### src/rtl/core/nls_pkg.sv
// Shared types and constants for the nearest light selector.
// No dependencies.
`timescale 1ns / 1ps
package nls_pkg;
    localparam int MAX_SLOTS   = 8;
    localparam int SLOT_BITS   = $clog2(MAX_SLOTS);
    localparam int CNT_BITS    = $clog2(MAX_SLOTS + 1);
    localparam int INDEX_BITS  = 12;
    localparam int CFG_BITS    = 12;
    localparam int QUEUE_DEPTH = 2;

    localparam logic [1:0] REQ_START    = 2'd0;
    localparam logic [1:0] REQ_LIGHT    = 2'd1;
    localparam logic [1:0] REQ_FINISH   = 2'd2;
    localparam logic [1:0] REQ_RESERVED = 2'd3;

    localparam logic [1:0] KIND_DIR    = 2'd0;
    localparam logic [1:0] KIND_RADIAL = 2'd1;
    localparam logic [1:0] KIND_SPOT   = 2'd2;

    localparam logic CFG_NUM_DIR    = 1'b0;
    localparam logic CFG_NUM_RADIAL = 1'b1;

    typedef struct packed {
        logic [1:0]  req_type;
        logic signed [31:0] pos_x;
        logic signed [31:0] pos_y;
        logic signed [31:0] pos_z;
        logic [30:0] sphere_radius;
        logic [11:0] light_index;
    } req_t;

    typedef struct packed {
        logic [11:0] chosen_index;
        logic [1:0]  chosen_kind;
        logic        none_chosen;
        logic [3:0]  count_dir;
        logic [3:0]  count_radial;
        logic [3:0]  count_spot;
        logic        last;
    } rsp_t;

    // Classified command passed from front to back.
    typedef struct packed {
        logic [1:0]  op;
        logic        hit;       // candidate touches the sphere
        logic [63:0] sq_dist;   // squared distance (low 64 bits)
        logic [11:0] idx;
    } cmd_t;
endpackage

### src/rtl/core/nls_front.sv
// Front end: takes requests, computes squared distance and touch test for
// lights (one multiply a cycle), and queues a classified command per start,
// light or finish request. Depends on nls_pkg.
`timescale 1ns / 1ps
module nls_front (
    input  logic          clk,
    input  logic          rst_n,
    input  logic          in_valid,
    output logic          in_ready,
    input  nls_pkg::req_t in_data,
    output logic          cmd_valid,
    input  logic          cmd_ready,
    output nls_pkg::cmd_t cmd_data
);
    import nls_pkg::*;

    localparam logic [2:0] ST_IDLE = 3'd0;
    localparam logic [2:0] ST_MX   = 3'd1;
    localparam logic [2:0] ST_MY   = 3'd2;
    localparam logic [2:0] ST_MZ   = 3'd3;
    localparam logic [2:0] ST_MR   = 3'd4;
    localparam logic [2:0] ST_CMP  = 3'd5;
    localparam logic [2:0] ST_PUSH = 3'd6;

    logic [2:0]  state_reg, state_next;
    req_t        req_reg;
    logic signed [31:0] cx_reg, cy_reg, cz_reg;
    logic [30:0] cr_reg;
    logic [32:0] dx_reg, dy_reg, dz_reg;   // magnitudes, below 2^32
    logic [65:0] acc_reg;
    logic [63:0] lim_reg;
    cmd_t        q_mem [QUEUE_DEPTH];
    logic [$clog2(QUEUE_DEPTH)-1:0] wp_reg, rp_reg;
    logic [$clog2(QUEUE_DEPTH+1)-1:0] cnt_reg;

    logic [32:0] mag_sel;
    logic [65:0] sq;
    logic [31:0] rsum;
    logic        push, pop;
    cmd_t        cmd_new;

    function automatic logic [32:0] absdiff(input logic signed [31:0] a,
                                            input logic signed [31:0] b);
        logic signed [32:0] d;
        d = 33'(a) - 33'(b);
        return d[32] ? 33'(-d) : d;
    endfunction

    always_comb
    begin
        rsum = 32'(cr_reg) + 32'(req_reg.sphere_radius);
        case (state_reg)
            ST_MX:   mag_sel = dx_reg;
            ST_MY:   mag_sel = dy_reg;
            ST_MR:   mag_sel = 33'(rsum);
            default: mag_sel = dz_reg;
        endcase
        sq = 66'(mag_sel) * 66'(mag_sel);
    end

    assign in_ready  = (state_reg == ST_IDLE);
    assign push      = (state_reg == ST_PUSH) && (cnt_reg != QUEUE_DEPTH[$bits(cnt_reg)-1:0]);
    assign pop       = cmd_valid && cmd_ready;
    assign cmd_valid = (cnt_reg != '0);
    assign cmd_data  = q_mem[rp_reg];

    always_comb
    begin
        cmd_new.op      = req_reg.req_type;
        cmd_new.hit     = (acc_reg[65:64] == 2'b00) && (acc_reg[63:0] <= lim_reg);
        cmd_new.sq_dist = acc_reg[63:0];
        cmd_new.idx     = req_reg.light_index;
    end

    always_comb
    begin
        state_next = state_reg;
        case (state_reg)
            ST_IDLE:
                if (in_valid)
                begin
                    if (in_data.req_type == REQ_LIGHT)
                        state_next = ST_MX;
                    else if (in_data.req_type == REQ_START || in_data.req_type == REQ_FINISH)
                        state_next = ST_PUSH;
                end
            ST_MX:   state_next = ST_MY;
            ST_MY:   state_next = ST_MZ;
            ST_MZ:   state_next = ST_MR;
            ST_MR:   state_next = ST_CMP;
            ST_CMP:  state_next = ST_PUSH;
            ST_PUSH: if (push) state_next = ST_IDLE;
            default: state_next = ST_IDLE;
        endcase
    end

    always_ff @(posedge clk or negedge rst_n)
    begin
        if (!rst_n)
        begin
            state_reg <= ST_IDLE;
            cx_reg <= '0;
            cy_reg <= '0;
            cz_reg <= '0;
            cr_reg <= '0;
            wp_reg <= '0;
            rp_reg <= '0;
            cnt_reg <= '0;
        end
        else
        begin
            state_reg <= state_next;
            if (in_valid && in_ready && in_data.req_type == REQ_START)
            begin
                cx_reg <= in_data.pos_x;
                cy_reg <= in_data.pos_y;
                cz_reg <= in_data.pos_z;
                cr_reg <= in_data.sphere_radius;
            end
            if (push)
                wp_reg <= wp_reg + 1'b1;
            if (pop)
                rp_reg <= rp_reg + 1'b1;
            cnt_reg <= cnt_reg + (push ? 1'b1 : 1'b0) - (pop ? 1'b1 : 1'b0);
        end
    end

    always_ff @(posedge clk)
    begin
        if (in_valid && in_ready)
        begin
            req_reg <= in_data;
            dx_reg  <= absdiff(in_data.pos_x, cx_reg);
            dy_reg  <= absdiff(in_data.pos_y, cy_reg);
            dz_reg  <= absdiff(in_data.pos_z, cz_reg);
            acc_reg <= '0;
        end
        case (state_reg)
            ST_MX, ST_MY, ST_MZ: acc_reg <= acc_reg + sq;
            // radius sum is below 2^32, so its square fits 64 bits
            ST_MR: lim_reg <= sq[63:0];
            default: ;
        endcase
        if (push)
            q_mem[wp_reg] <= cmd_new;
    end
endmodule

### config.mk
export PLATFORM = sky130hd
export DESIGN_NAME = nls_front
export DESIGN_NICKNAME = d
export VERILOG_FILES = /design/src/rtl/core/nls_pkg.sv /design/src/rtl/core/nls_front.sv
export SDC_FILE = /design/constraint.sdc
export NUM_CORES = 2
export LEC_CHECK = 0
export ABC_AREA = 1
export BUFFER_PORTS_ARGS = -buffer_cell sky130_fd_sc_hd__buf_2
export CAP_MARGIN = 20
export CORE_MARGIN = 3
export CORE_UTILIZATION = 38
export DETAILED_ROUTE_END_ITERATION = 7
export SLEW_MARGIN = 10
export SYNTH_ARGS = -nofsm -noshare
export SYNTH_HDL_FRONTEND = slang
export SYNTH_SLANG_ARGS = --single-unit
### constraint.sdc
create_clock -name clk -period 11.8 [get_ports clk]
set_input_delay 0 -clock clk [delete_from_list [all_inputs] [get_ports clk]]
set_output_delay 0 -clock clk [all_outputs]
set_load 0.1 [all_outputs]
==> flow_summary.json <==
{
  "layout_common_cells": "inv_1 (1,892), nand2_1 (1,618), nor2_1 (969)",
  "finalSetupViolCount": 0,
  "wire_per_inst_um": 19.8,
  "dr_total_vias": 57900,
  "tightest_slew_ns": 1.15,
  "die_area_mm2": 0.186,
  "syn_inst": 8453,
  "crit_path_end_kind": "flop",
  "required_ns": 12.24,
  "io_pins": 226,
  "fp.dieW_um": 432,
  "drtPass1Iterations": 6,
  "synth-edff-count": 431,
  "post-route-cell-area_mm2": 0.0794,
  "overflow": 0,
  "hold_violations": 0,
  "port_buffers": 225,
  "fin_ws_ns": 0.518,
  "hp-class": "in2reg",
  "worstHoldPathCells": 2,
  "worstRegToRegCells": 45,
  "grt_max_degree": 86,
  "ys_ff_latch": 565,
  "vias_per_cell": 5.03,
  "drv_cap": 0,
  "syn-num-nets": 9998,
  "endpoint": "acc_reg[65]",
  "chipHeight_um": 432,
  "ant_nets": 0,
  "grt_pass1_vias": 60100,
  "htree_levels": 3,
  "row_count": 155,
  "clkLatencyLatePin_ns": 0.70,
  "cp.arrival_ns": 11.72,
  "fin_crit_sh": 0.956,
  "drtIter0Drc": 3987,
  "post_dp_cell_area_mm2": 0.0749,
  "syn_avg_cell_area_um2": 8.15,
  "drive_gt1_frac": 0.0980,
  "async_flop_share": 0.237,
  "synth_warnings": 0,
  "antenna_found_initial": 13,
  "finalCoreUtilization": 0.443,
  "place.gp.congestion": 1.02,
  "max_freq_mhz": 88.6,
  "rsz0062_at_grt": "true",
  "drt_wl_total_um": 228000,
  "cts_tree": "built",
  "drv_slew": 0,
  "setup.worst_path.start": "state_reg[2]",
  "cp-start-kind": "flop",
  "fp.coreArea_mm2": 0.179,
  "slowest_stage": "fa_1",
  "hpwl_um": 189000,
  "drc_errors": 0,
  "cpPeakStageDelay_ns": 0.57,
  "clock-sinks": 565,
  "grt_pass1_wl_um": 350000,
  "root_buffer": "clkbuf_16",
  "crit_path_frequent_cell": "inv_1",
  "netlist-cell-type-count": 61,
  "crit_path_max_fanout": 14,
  "netlist_area_mm2": 0.0689,
  "synthToLayoutAreaGrowth_pct": 15.3,
  "nFillCells": 17900,
  "critical_path_class": "reg2reg",
  "nets": 10600,
  "largest_reg_flops": 158,
  "path_clk_slew_ns": 0.07,
  "ys.flop_type": "edfxtp_1",
  "slew_headroom": 0.223,
  "cts_buffer_depth": 3,
  "grt_use_total": 0.245,
  "status": "complete, no violations",
  "reg2reg_from": "state_reg[2]",
  "finalNonFillerCells": 11500,
  "r2r_setup_slack_ns": 0.52,
  "dp.cells": 11200,
  "mostFrequentLayoutCell": "inv_1",
  "ys_seq_area_frac": 0.237,
  "start_util": 0.384,
  "reg2reg_to": "acc_reg[65]",
  "skew_ns": 0.0363,
  "post-route-min-period_ns": 11.28,
  "cts_made_buffers": 70,
  "place_ws_ns": -0.0810
}
## worst min path at each step
stage | startpoint | end | slack (ns)
2_1_floorplan | rst_n | cnt_reg[0] | -0.30
3_3_place_gp | rst_n | cz_reg[21] | 0.10
3_5_place_dp | rst_n | cz_reg[20] | 0.11
4_1_cts | in_data[125] | cx_reg[18] | 0.05
5_1_grt | in_data[18] | req_reg[18] | 0.08
6_report | in_data[18] | req_reg[18] | 0.10
## cells in the mapped netlist (11+ instances only)
library cell,count,area (um^2)
a21boi_0,11,82.6
buf_2,69,345
a31oi_1,34,213
xnor2_1,51,447
o21ai_0,255,1280
o21ai_1,22,110
inv_1,1901,7140
a221oi_1,17,149
xor2_1,125,1090
nor2_2,14,87.6
mux2_2,30,338
a21o_1,39,293
nor2_1,993,3730
ha_1,539,6740
nand3_1,248,1240
nor4_1,14,87.6
dfrtp_1,134,3350
fa_1,861,17200
or2_2,20,125
clkbuf_1,86,323
edfxtp_1,431,12900
a21oi_1,514,2570
o21a_1,48,360
nor3_1,70,350
nand3b_1,16,120
o21bai_1,46,345
nand4_1,102,638
nand2_1,1631,6120
nand2_2,14,87.6
## metrics by stage
| step | hold slack (ns) | TNS, ns |
|---|---|---|
| 6_report | 0.102 | 0 |
| 5_1_grt | 0.0808 | -0.244 |
| 2_1_floorplan | -0.296 | 0 |
| 3_5_place_dp | 0.109 | -0.117 |
| 4_1_cts | 0.0533 | 0 |
| 3_3_place_gp | 0.104 | -0.0739 |
## what timing repair did
item,4_1_cts,5_1_grt
setup endpoints to repair,4,37
gates cloned,0,1
gates resized for setup,7,142
setup buffers,3,8
hold endpoints to repair,269,0
hold buffers,158,0
pin swaps,0,8
## critical path, delay by kind of cell, from the launching register on
kind / cells / cell delay (ns)
fa+ha+maj: 10 / 4.49
compound gates: 12 / 2.39
buf+inv: 13 / 2.04
simple gates: 9 / 1.22
flops: 1 / 0.53
xor+xnor: 1 / 0.30
## metal layers
layer,wire [um],GRT usage
met3,12000,0.0315
met5,41,0
met1,93700,0.307
met2,110000,0.425
met4,11300,0.103
## cell families (layout without fill, tap and decap cells)
family | Yosys count | in the layout | share of synthesized area
AND/OR/NAND/NOR | 3153 | 3153 | 0.186
other | 0 | 6 | 0
adder cells (fa/ha/maj) | 1400 | 1400 | 0.348
flip-flops | 565 | 565 | 0.237
buffers and inverters | 2081 | 2760 | 0.115
AO/OA/AOI/OAI | 1046 | 1046 | 0.0857
multiplexers | 30 | 30 | 0.00491
XOR/XNOR | 178 | 178 | 0.0230
## layout make-up
class | instances | area [um^2] | area share
Antenna cell | 6 | 15.0 | 0.000189
Clock buffer | 89 | 1880 | 0.0236
Clock inverter | 38 | 420 | 0.00529
Inverter | 1912 | 7200 | 0.0907
Multi-Input combinational cell | 5807 | 45100 | 0.568
Sequential cell | 565 | 16300 | 0.205
Tap cell | 2355 | 2950 | 0.0371
Timing Repair Buffer | 720 | 5510 | 0.0694
Timing Repair inverter | 1 | 5.00 | 0.0000630
Power is left out: the tool's default activity adds up to more than one toggle a clock period on the data nets, which glitch-free logic cannot reach.
