### src/rtl/core/nls_pkg.sv
// Shared types and constants for the nearest light selector.
// No dependencies.
`timescale 1ns / 1ps
package nls_pkg;
    localparam int MAX_SLOTS   = 8;
    localparam int SLOT_BITS   = $clog2(MAX_SLOTS);
    localparam int CNT_BITS    = $clog2(MAX_SLOTS + 1);
    localparam int INDEX_BITS  = 12;
    localparam int CFG_BITS    = 12;
    localparam int QUEUE_DEPTH = 2;

    localparam logic [1:0] REQ_START    = 2'd0;
    localparam logic [1:0] REQ_LIGHT    = 2'd1;
    localparam logic [1:0] REQ_FINISH   = 2'd2;
    localparam logic [1:0] REQ_RESERVED = 2'd3;

    localparam logic [1:0] KIND_DIR    = 2'd0;
    localparam logic [1:0] KIND_RADIAL = 2'd1;
    localparam logic [1:0] KIND_SPOT   = 2'd2;

    localparam logic CFG_NUM_DIR    = 1'b0;
    localparam logic CFG_NUM_RADIAL = 1'b1;

    typedef struct packed {
        logic [1:0]  req_type;
        logic signed [31:0] pos_x;
        logic signed [31:0] pos_y;
        logic signed [31:0] pos_z;
        logic [30:0] sphere_radius;
        logic [11:0] light_index;
    } req_t;

    typedef struct packed {
        logic [11:0] chosen_index;
        logic [1:0]  chosen_kind;
        logic        none_chosen;
        logic [3:0]  count_dir;
        logic [3:0]  count_radial;
        logic [3:0]  count_spot;
        logic        last;
    } rsp_t;

    // Classified command passed from front to back.
    typedef struct packed {
        logic [1:0]  op;
        logic        hit;       // candidate touches the sphere
        logic [63:0] sq_dist;   // squared distance (low 64 bits)
        logic [11:0] idx;
    } cmd_t;
endpackage

### src/rtl/core/nls_back.sv
// Back end: holds the slot table, applies start/candidate commands, rescans
// for the furthest slot one slot a cycle, and streams finish results.
// Depends on nls_pkg.
`timescale 1ns / 1ps
module nls_back (
    input  logic          clk,
    input  logic          rst_n,
    input  logic          cmd_valid,
    output logic          cmd_ready,
    input  nls_pkg::cmd_t cmd_data,
    input  logic [11:0]   num_dir_lights,
    input  logic [11:0]   num_radial_lights,
    output logic          out_valid,
    input  logic          out_ready,
    output nls_pkg::rsp_t out_data
);
    import nls_pkg::*;

    localparam logic [2:0] ST_IDLE = 3'd0;
    localparam logic [2:0] ST_SCAN = 3'd1;
    localparam logic [2:0] ST_CNT  = 3'd2;
    localparam logic [2:0] ST_EMIT = 3'd3;

    logic [2:0]  state_reg;
    logic [INDEX_BITS-1:0] light_reg [MAX_SLOTS];
    logic [63:0] dist_reg [MAX_SLOTS];
    logic [CNT_BITS-1:0] filled_reg, dir_reg;
    logic [SLOT_BITS-1:0] far_slot_reg;
    logic [63:0] far_dist_reg;
    logic        far_known_reg;
    logic [CNT_BITS-1:0] ptr_reg;      // scan/emit slot pointer
    logic [1:0]  pass_reg;             // emit group
    logic [CNT_BITS-1:0] cr_reg, cs_reg, k_reg;
    logic [12:0] spot_start_reg;
    logic        out_valid_reg;
    rsp_t        out_reg;

    logic [CNT_BITS-1:0] total;
    logic [SLOT_BITS-1:0] ps;
    logic        is_spot, in_point;
    logic        take;
    logic        out_set;

    assign ps       = ptr_reg[SLOT_BITS-1:0];
    assign is_spot  = {1'b0, light_reg[ps]} >= spot_start_reg;
    assign in_point = ptr_reg >= dir_reg && ptr_reg < filled_reg;
    assign total    = dir_reg + cr_reg + cs_reg;
    assign cmd_ready = (state_reg == ST_IDLE);
    assign out_valid = out_valid_reg;
    assign out_data  = out_reg;
    assign out_set  = (state_reg == ST_EMIT) && (!out_valid_reg || out_ready) &&
                      ((total == '0) || take);

    always_comb
    begin
        case (pass_reg)
            2'd0:    take = ptr_reg < dir_reg;
            2'd1:    take = in_point && !is_spot;
            default: take = in_point && is_spot;
        endcase
    end

    always_ff @(posedge clk or negedge rst_n)
    begin
        if (!rst_n)
        begin
            state_reg <= ST_IDLE;
            filled_reg <= '0;
            dir_reg <= '0;
            far_slot_reg <= '0;
            far_dist_reg <= '0;
            far_known_reg <= 1'b0;
            ptr_reg <= '0;
            pass_reg <= '0;
            cr_reg <= '0;
            cs_reg <= '0;
            k_reg <= '0;
            spot_start_reg <= '0;
            out_valid_reg <= 1'b0;
        end
        else
        begin
            out_valid_reg <= out_set || (out_valid_reg && !out_ready);
            case (state_reg)
                ST_IDLE:
                    if (cmd_valid)
                    begin
                        case (cmd_data.op)
                            REQ_START:
                            begin
                                filled_reg <= (num_dir_lights > 12'(MAX_SLOTS)) ?
                                    CNT_BITS'(MAX_SLOTS) : num_dir_lights[CNT_BITS-1:0];
                                dir_reg <= (num_dir_lights > 12'(MAX_SLOTS)) ?
                                    CNT_BITS'(MAX_SLOTS) : num_dir_lights[CNT_BITS-1:0];
                                far_slot_reg <= '0;
                                far_dist_reg <= '0;
                                far_known_reg <= 1'b0;
                            end
                            REQ_LIGHT:
                                if (cmd_data.hit)
                                begin
                                    if (filled_reg < CNT_BITS'(MAX_SLOTS))
                                    begin
                                        if (cmd_data.sq_dist > far_dist_reg)
                                        begin
                                            far_slot_reg <= filled_reg[SLOT_BITS-1:0];
                                            far_dist_reg <= cmd_data.sq_dist;
                                            far_known_reg <= 1'b1;
                                        end
                                        filled_reg <= filled_reg + 1'b1;
                                    end
                                    else if (far_known_reg && cmd_data.sq_dist < far_dist_reg)
                                    begin
                                        far_dist_reg <= cmd_data.sq_dist;
                                        ptr_reg <= dir_reg;
                                        state_reg <= ST_SCAN;
                                    end
                                end
                            REQ_FINISH:
                            begin
                                spot_start_reg <= 13'(num_dir_lights) + 13'(num_radial_lights);
                                ptr_reg <= dir_reg;
                                cr_reg <= '0;
                                cs_reg <= '0;
                                state_reg <= ST_CNT;
                            end
                            default: ;
                        endcase
                    end
                // Walk point slots; strictly greater keeps the current slot on a tie.
                ST_SCAN:
                    if (ptr_reg >= CNT_BITS'(MAX_SLOTS))
                        state_reg <= ST_IDLE;
                    else
                    begin
                        if (dist_reg[ps] > far_dist_reg)
                        begin
                            far_dist_reg <= dist_reg[ps];
                            far_slot_reg <= ps;
                        end
                        ptr_reg <= ptr_reg + 1'b1;
                    end
                ST_CNT:
                    if (ptr_reg >= filled_reg || ptr_reg >= CNT_BITS'(MAX_SLOTS))
                    begin
                        ptr_reg <= '0;
                        pass_reg <= '0;
                        k_reg <= '0;
                        state_reg <= ST_EMIT;
                    end
                    else
                    begin
                        if (is_spot)
                            cs_reg <= cs_reg + 1'b1;
                        else
                            cr_reg <= cr_reg + 1'b1;
                        ptr_reg <= ptr_reg + 1'b1;
                    end
                ST_EMIT:
                    if (!out_valid_reg || out_ready)
                    begin
                        if (total == '0)
                        begin
                            out_reg <= '{chosen_index: '0, chosen_kind: KIND_DIR,
                                         none_chosen: 1'b1, count_dir: '0,
                                         count_radial: '0, count_spot: '0, last: 1'b1};
                            state_reg <= ST_IDLE;
                        end
                        else
                        begin
                            if (take)
                            begin
                                out_reg <= '{chosen_index: 12'(light_reg[ps]),
                                             chosen_kind: pass_reg,
                                             none_chosen: 1'b0,
                                             count_dir: 4'(dir_reg),
                                             count_radial: 4'(cr_reg),
                                             count_spot: 4'(cs_reg),
                                             last: (k_reg + 1'b1) == total};
                                k_reg <= k_reg + 1'b1;
                                if ((k_reg + 1'b1) == total)
                                    state_reg <= ST_IDLE;
                            end
                            // advance pointer, wrap into the next group
                            if (ptr_reg == CNT_BITS'(MAX_SLOTS - 1))
                            begin
                                ptr_reg <= (pass_reg == 2'd0) ? dir_reg : dir_reg;
                                pass_reg <= pass_reg + 1'b1;
                            end
                            else
                                ptr_reg <= ptr_reg + 1'b1;
                        end
                    end
                default: state_reg <= ST_IDLE;
            endcase
        end
    end

    // Slot table writes.
    always_ff @(posedge clk)
    begin
        if (state_reg == ST_IDLE && cmd_valid)
        begin
            if (cmd_data.op == REQ_START)
            begin
                for (int i = 0; i < MAX_SLOTS; i++)
                    if (12'(i) < num_dir_lights)
                    begin
                        light_reg[i] <= INDEX_BITS'(i);
                        dist_reg[i]  <= '0;
                    end
            end
            else if (cmd_data.op == REQ_LIGHT && cmd_data.hit)
            begin
                if (filled_reg < CNT_BITS'(MAX_SLOTS))
                begin
                    light_reg[filled_reg[SLOT_BITS-1:0]] <= cmd_data.idx;
                    dist_reg[filled_reg[SLOT_BITS-1:0]]  <= cmd_data.sq_dist;
                end
                else if (far_known_reg && cmd_data.sq_dist < far_dist_reg)
                begin
                    light_reg[far_slot_reg] <= cmd_data.idx;
                    dist_reg[far_slot_reg]  <= cmd_data.sq_dist;
                end
            end
        end
    end
endmodule

### config.mk
export PLATFORM = sky130hd
export DESIGN_NAME = nls_back
export DESIGN_NICKNAME = d
export VERILOG_FILES = /design/src/rtl/core/nls_pkg.sv /design/src/rtl/core/nls_back.sv
export SDC_FILE = /design/constraint.sdc
export NUM_CORES = 1
export LEC_CHECK = 0
export BUFFER_PORTS_ARGS = -buffer_cell sky130_fd_sc_hd__clkbuf_2
export CORE_MARGIN = 3
export CORE_UTILIZATION = 45
export CTS_CLUSTER_SIZE = 28
export DETAILED_ROUTE_END_ITERATION = 16
export GPL_ROUTABILITY_DRIVEN = 0
export HOLD_SLACK_MARGIN = 0.1
export MAX_ROUTING_LAYER = met4
export PLACE_DENSITY = 0.58
export RECOVER_POWER = 25
export SETUP_SLACK_MARGIN = 0.5
export SYNTH_ARGS = -nofsm -noshare
export SYNTH_HDL_FRONTEND = slang
export SYNTH_SLANG_ARGS = --single-unit
### constraint.sdc
create_clock -name clk -period 11.2 [get_ports clk]
set_clock_uncertainty 0.05 [all_clocks]
set_input_delay 0.56 -clock clk [delete_from_list [all_inputs] [get_ports clk]]
set_output_delay 0.56 -clock clk [all_outputs]
set_load 0.1 [all_outputs]
==> results of run 1 <==
[cell usage in the layout (no fill, tap or decap), types with 40 or more instances in the layout]
cell type  netlist  routed
edfxtp_1       636     636
a21oi_1        112     112
clkbuf_16        0      85
mux4_2         152     152
o21ai_0         61      64
clkbuf_2         0     105
nand2_1        364     364
and2_0           0      77
nand4_1         41      41
and2_1         598     521
nor2_1         105     105
a21oi_2         40      40
dfrtp_1        110     107
inv_1          102     102
ha_1           173     172
a211oi_1        63      63
clkbuf_1       125      63
[per-stage QoR]
step / total power (W) / cells
global route: 0.0106 / 4286
global placement: 0.00726 / 4121
CTS: 0.0101 / 4278
finish: 0.00996 / 4286
detailed placement: 0.00735 / 4121
floorplan: 0.00639 / 2985
[area by class of cell]
type / instances / area [µm²] / share of cell area [%]
Sequential cell: 746 / 21900 / 51.5
Multi-Input combinational cell: 1972 / 15100 / 35.7
Clock buffer: 112 / 2260 / 5.32
Tap cell: 1123 / 1410 / 3.31
Timing Repair Buffer: 178 / 942 / 2.22
Clock inverter: 44 / 405 / 0.956
Inverter: 103 / 388 / 0.914
Antenna cell: 8 / 20.0 / 0.0472
[logic make-up after synthesis]
kind of cell	share of synthesized area, %
AND/OR/NAND/NOR	17.3
flip-flops	57.5
AO/OA/AOI/OAI	6.42
buffers and inverters	2.92
adder cells (fa/ha/maj)	5.96
multiplexers	9.32
XOR/XNOR	0.554
[power breakdown]
part	leakage [nW]	switching [W]	internal [W]
Clock	1.30	0.00112	0.00158
Sequential	7.07	0.000215	0.00338
Combinational	7.43	0.00221	0.00146
Total	15.8	0.00354	0.00642
[metal layers]
layer	GRT usage, %	wire length [µm]
met5	-	0
met4	5.97	1880
met3	3.46	6040
met2	39.5	49400
met1	30.7	42600
[critical path: cells and delay by family (launching register included)]
kind | cells | cell delay, ns
buffers and inverters | 3 | 3.10
DFF | 1 | 0.42
and+or+nand+nor | 3 | 0.87
adders and majority gates | 1 | 0.51
AOI/OAI and AO/OA | 2 | 1.68
[timing repair]
| item | in CTS | in global routing |
|---|---|---|
| hold buffers | 1 | 0 |
| resized for setup | 0 | 0 |
| endpoints found under the hold margin | 11 | 0 |
[worst min-delay path by stage]
| stage | to | cells after the start |
|---|---|---|
| 5_1_grt | spot_start_reg[0]$_DFFE_PN0P_ | 3 |
| 3_5_place_dp | spot_start_reg[9]$_DFFE_PN0P_ | 1 |
| 3_3_place_gp | spot_start_reg[9]$_DFFE_PN0P_ | 1 |
| 6_report | spot_start_reg[0]$_DFFE_PN0P_ | 3 |
| 2_1_floorplan | cr_reg[0]$_DFFE_PN0P_ | 0 |
| 4_1_cts | spot_start_reg[0]$_DFFE_PN0P_ | 3 |
==> impl_metrics.env, run 1 <==
export IMPL_post_place_ws_ns=4.63
export IMPL_cp_max_fo=40
export IMPL_outcome="finished with violations"
export IMPL_synth_area_top_cells="edfxtp_1 (50%), and2_1 (9.9%), mux4_2 (9.0%), dfrtp_1 (7.2%), ha_1 (5.7%)"
export IMPL_place_area_um2=39900
export IMPL_holdCritStartpoint="num_radial_lights[0]"
export IMPL_dieArea_um2=87900
export IMPL_syn_num_nets=3270
export IMPL_portBuffers=136
export IMPL_drv_cap=10
export IMPL_startpoint_type="flip-flop"
export IMPL_leakage_nw=15.8
export IMPL_yosysTopAreaCell="edfxtp_1"
export IMPL_antenna_found_initial=8
export IMPL_hold_ws_ns=0.245
export IMPL_grt_pass1_wl_um=153000
export IMPL_max_vdd_ir_drop_v=0.000137
export IMPL_fillers=7138
export IMPL_ys_warn_count=0
export IMPL_overflow=0
export IMPL_fin_setup_tns_ns=0
export IMPL_die_w_um=296
export IMPL_r2r_start="state_reg[0]$_DFFE_PN0P_"
export IMPL_final_nets=3370
export IMPL_initial_core_util_pct=45.8
export IMPL_period_needed_ns=7.08
export IMPL_slowest_delay_ns=2.07
export IMPL_postRouteAntennaNets=0
export IMPL_clock_path_buffers=3
export IMPL_grt_pass1_vias=24600
export IMPL_yosysSeqAreaShare_pct=57.5
export IMPL_netlist_instances=2985
export IMPL_rows=105
export IMPL_arrival_ns=7.27
export IMPL_cp_startpoint="state_reg[0]$_DFFE_PN0P_"
export IMPL_fp_dieH_um=296
export IMPL_reg2reg_to="dist_reg[1][60]$_SDFFCE_PN0P_"
export IMPL_synth_seq_cells=746
export IMPL_synthDistinctLibCells=59
export IMPL_fin_crit_sh_pct=63.2
export IMPL_cp_cell_sequence="inv_1, ha_1, nand2_1, nor2_1, nand3_1, o31ai_1, o21bai_4, clkbuf_1, buf_4"
export IMPL_tightest_slew_ns=5.00
export IMPL_r2r_slack_ns=4.12
export IMPL_slowest_stage="clkbuf_1"
export IMPL_wl_um=99900
export IMPL_drive_above_1_share_pct=15.2
export IMPL_hpwl_um=57500
export IMPL_rsz0062_at_grt="no"
export IMPL_clock_root_buffer="clkbuf_16"
export IMPL_area_delta_synth_final_pct=11.7
export IMPL_drcViolationCount=0
export IMPL_yosys_most_used_dff="edfxtp_1"
export IMPL_grt_usage_pct=23.7
export IMPL_yosys_top_cells_count="edfxtp_1 (636), and2_1 (598), nand2_1 (364)"
export IMPL_wl_per_cell_um=23.3
export IMPL_grt_max_degree=77
export IMPL_synth_area_um2=38000
export IMPL_max_slew_margin_pct=-233
export IMPL_finalMaxSlewViolations=386
export IMPL_core_um2=82900
export IMPL_fmax_mhz=141
export IMPL_cts_max_level=3
export IMPL_pwr_density_cell_nw_per_um2=235
export IMPL_cts_setup_buffers=0
export IMPL_postSynthAreaPerCell_um2=12.7
export IMPL_clk_latency_ns=0.63
export IMPL_worstPathRequired_ns=11.39
export IMPL_endpoint_kind="flip-flop"
export IMPL_largest_reg_flops=512
export IMPL_netlist_area_leader_share_pct=50.3
export IMPL_cts_tree="built"
export IMPL_worst_r2r_path_depth=9
export IMPL_synth_edf_count=636
export IMPL_drt_iter0_markers=1702
export IMPL_synthArstFlopShare_pct=14.7
export IMPL_io_pins=137
export IMPL_cts_num_sinks=746
export IMPL_crit_end="dist_reg[1][60]$_SDFFCE_PN0P_"
export IMPL_clk_pin_slew_ns=0.06
export IMPL_cts_buffers=84
export IMPL_path_class="flip-flop to flip-flop"
export IMPL_utilization_pct=51.2
export IMPL_final_area_um2=42400
export IMPL_hold_path_class="input pin to flip-flop"
export IMPL_yosysMostFrequentCell="edfxtp_1"
export IMPL_finalSetupViolCount=0
export IMPL_route_vias_total=23800
export IMPL_vias_per_cell=5.56
export IMPL_drt_pass1_iter_count=5
export IMPL_failed_checks="max-capacitance violations, max-slew violations"
export IMPL_report_final_hold_viol_count=0
export IMPL_worst_slack_ns=4.12
Note: power is estimated with default switching activity, not from simulation.
==> run 2: changes to the inputs <==
- ABC_AREA: unset -> 1
- clock period: 11.2 -> 6.9 ns (I/O delays scaled with it)
==> run 2 against run 1 <==
The run still ends with max-capacitance violations, max-slew violations left. Clock power is 69% higher. First-iteration DRC count is 58% higher. Utilization shrank 0.16 points. Area after synthesis rose by 1.8%. Sequential share of layout area fell by 0.74 points. Die area up 1.8%. Sequential power up 59%. Final cell count rose by 23%. Wire length grew 13%. Register-to-register slack got worse by 3.3 ns. Highest routed layer unchanged.
==> impl_metrics.env, run 2 <==
export IMPL_wl_met3_um=6730
export IMPL_fillers=7894
export IMPL_grt_max_degree=182
export IMPL_hold_ws_ns=0.129
export IMPL_rsz0062_at_grt="no"
export IMPL_fin_crit_sh_pct=88.0
export IMPL_leakage_nw=15.7
export IMPL_failed_checks="max-capacitance violations, max-slew violations"
export IMPL_worstPathRequired_ns=7.15
export IMPL_syn_num_nets=4367
export IMPL_netlist_area_leader_share_pct=49.4
export IMPL_reg2reg_to="dist_reg[4][4]$_SDFFCE_PN0P_"
export IMPL_rows=106
export IMPL_layout_common_cells="edfxtp_1 (636), nor2_1 (607), nor3_1 (589)"
export IMPL_yosys_top_cells_count="edfxtp_1 (636), nor2_1 (607), nor3_1 (585)"
export IMPL_yosysMostFrequentCell="edfxtp_1"
export IMPL_final_nets=4365
export IMPL_initial_core_util_pct=45.8
export IMPL_antenna_found_initial=2
export IMPL_yosys_most_used_dff="edfxtp_1"
export IMPL_synth_area_top_cells="edfxtp_1 (49%), nor3_1 (7.6%), dfrtp_1 (7.1%), nor2_1 (5.9%), ha_1 (5.6%)"
export IMPL_clock_path_buffers=3
export IMPL_maxUsedRoutingLayer="met4"
export IMPL_synth_seq_cells=746
export IMPL_cts_buffers=83
export IMPL_layout_commonest_cell="edfxtp_1"
export IMPL_synth_area_um2=38700
export IMPL_overflow=0
export IMPL_postRouteAntennaNets=0
export IMPL_grt_pass1_vias=29700
export IMPL_report_final_hold_viol_count=0
export IMPL_fin_setup_tns_ns=0
export IMPL_post_place_ws_ns=1.11
export IMPL_synthArstFlopShare_pct=14.7
export IMPL_cts_num_sinks=746
export IMPL_r2r_start="far_dist_reg[29]$_DFFE_PN0P_"
export IMPL_die_w_um=299
export IMPL_drt_pass1_iter_count=6
export IMPL_yosysTopAreaCell="edfxtp_1"
export IMPL_fp_dieH_um=299
export IMPL_period_needed_ns=6.07
export IMPL_finalSetupViolCount=0
export IMPL_route_vias_total=30300
export IMPL_cp_max_fo=85
export IMPL_startpoint_type="flip-flop"
export IMPL_clock_root_buffer="clkbuf_16"
export IMPL_outcome="finished with violations"
export IMPL_io_pins=137
export IMPL_yosysSeqAreaShare_pct=56.5
export IMPL_power_w=0.0176
export IMPL_max_slew_margin_pct=-76.1
export IMPL_dieArea_um2=89500
export IMPL_arrival_ns=6.33
export IMPL_finalMaxSlewViolations=464
export IMPL_synthDistinctLibCells=48
export IMPL_grt_usage_pct=25.7
export IMPL_area_delta_synth_final_pct=11.3
export IMPL_cts_resized_gates=0
export IMPL_tightest_slew_ns=2.64
export IMPL_portBuffers=136
export IMPL_wl_um=113000
export IMPL_max_vdd_ir_drop_v=0.000322
export IMPL_cts_tree="built"
export IMPL_ys_warn_count=0
export IMPL_regArea_um2=21900
export IMPL_holdCritStartpoint="num_radial_lights[1]"
export IMPL_clk_pin_slew_ns=0.06
export IMPL_worst_slack_ns=0.828
export IMPL_hold_depth=4
export IMPL_largest_reg_flops=512
export IMPL_drv_cap=7
export IMPL_endpoint_kind="flip-flop"
export IMPL_pwr_density_cell_nw_per_um2=409
export IMPL_wl_met1_um=52300
export IMPL_whs_endpoint="spot_start_reg[1]$_DFFE_PN0P_"
export IMPL_vias_per_cell=5.73
export IMPL_drcViolationCount=0
export IMPL_path_class="flip-flop to flip-flop"
export IMPL_grt_pass1_wl_um=176000
export IMPL_hpwl_um=62000
export IMPL_netlist_instances=4082
export IMPL_r2r_slack_ns=0.83
export IMPL_fmax_mhz=165
export IMPL_utilization_pct=51.0
export IMPL_drt_iter0_markers=2684
export IMPL_synth_edf_count=636
export IMPL_clk_latency_ns=0.63
export IMPL_cts_max_level=3
export IMPL_postSynthAreaPerCell_um2=9.47
export IMPL_dr_wl_met2_um=51800
export IMPL_drive_above_1_share_pct=8.24
export IMPL_wl_per_cell_um=21.4
export IMPL_worst_r2r_path_depth=14
export IMPL_multi_input_area_um2=14600
export IMPL_hold_path_class="input pin to flip-flop"
export IMPL_core_um2=84400
-- run 2: changes by cell type in the layout (fill, tap and decap cells not counted), moves of 68 or more --
cell	change
nand2_1	+180
inv_1	+93
o21ai_0	+312
o22ai_1	+80
and2_0	-77
mux4_2	-152
clkinv_1	+68
nor2_1	+502
and2_1	-521
a31oi_1	+75
nor3_1	+571
-- run 2: area by class of cell --
cell class              instances  area share [%]
diodes                          2          0.0116
clock buffers                 119            5.62
clock inverters                34           0.811
inverters                     276            2.45
multi-input cells            2769            34.0
flip-flops and latches        746            50.8
well taps                    1134            3.30
repair buffers                204            3.03
-- run 2: stage by stage --
step | cell area [µm²] | instances
detailed placement | 40300 | 5119
floorplan | 38700 | 4082
finish | 43000 | 5284
global placement | 40300 | 5119
CTS | 43200 | 5282
global route | 43000 | 5284
-- run 2: repair_timing --
item	CTS	global route
hold endpoints to repair	44	0
hold buffers	10	0
setup buffers	0	0
-- run 2: where the power goes --
| part | switching [W] | internal [W] |
|---|---|---|
| sequential | 0.000254 | 0.00544 |
| combinational | 0.00527 | 0.00208 |
| clock | 0.00186 | 0.00269 |
| total | 0.00739 | 0.0102 |
-- run 2: how the worst max path moves through the flow --
stage                                      start                            end  slack [ns]  cells after the start
detailed placement        ptr_reg[1]$_DFFE_PN0P_    far_dist_reg[8]$_DFFE_PN0P_        1.11                     21
finish              far_dist_reg[29]$_DFFE_PN0P_   dist_reg[4][4]$_SDFFCE_PN0P_        0.83                     14
global placement          ptr_reg[1]$_DFFE_PN0P_    far_dist_reg[7]$_DFFE_PN0P_        1.12                     21
floorplan               state_reg[0]$_DFFE_PN0P_   dist_reg[1][0]$_SDFFCE_PN0P_        0.37                     11
global route        far_dist_reg[29]$_DFFE_PN0P_  dist_reg[4][23]$_SDFFCE_PN0P_        0.54                     14
CTS                       ptr_reg[1]$_DFFE_PN0P_    far_dist_reg[8]$_DFFE_PN0P_        1.08                     21
-- run 2: worst max-delay path, stage by stage (launching register included) --
cell and delay [ns]:
dfrtp_1 0.38, inv_1 0.09, ha_1 0.24, a21oi_1 0.14
o21ai_0 0.13, a21oi_1 0.24, nand2_1 0.22, o21ai_2 0.37
nand2_1 0.18, nor2_1 0.32, nand3_1 0.12, nand2_1 0.14
nand2_2 1.24, o21ai_4 1.43, buf_4 0.43
-- run 2: cell families (layout without fill, tap and decap cells) --
group           after synthesis  after routing  synth area share [%]
simple gates               1851           1851                  20.8
flops                       746            746                  56.5
compound gates              721            721                  10.5
buf+inv                     567            633                  5.96
fa+ha+maj                   178            178                  5.86
xor+xnor                     19             19                 0.430
other cells                   0              2                     0
-- run 2: routing by layer --
metal | global-route usage (%) | up-vias
met5 | - | -
met4 | 6.33 | 0
met3 | 3.28 | 142
met2 | 40.3 | 945
met1 | 35.7 | 14800
li1 | - | 14300
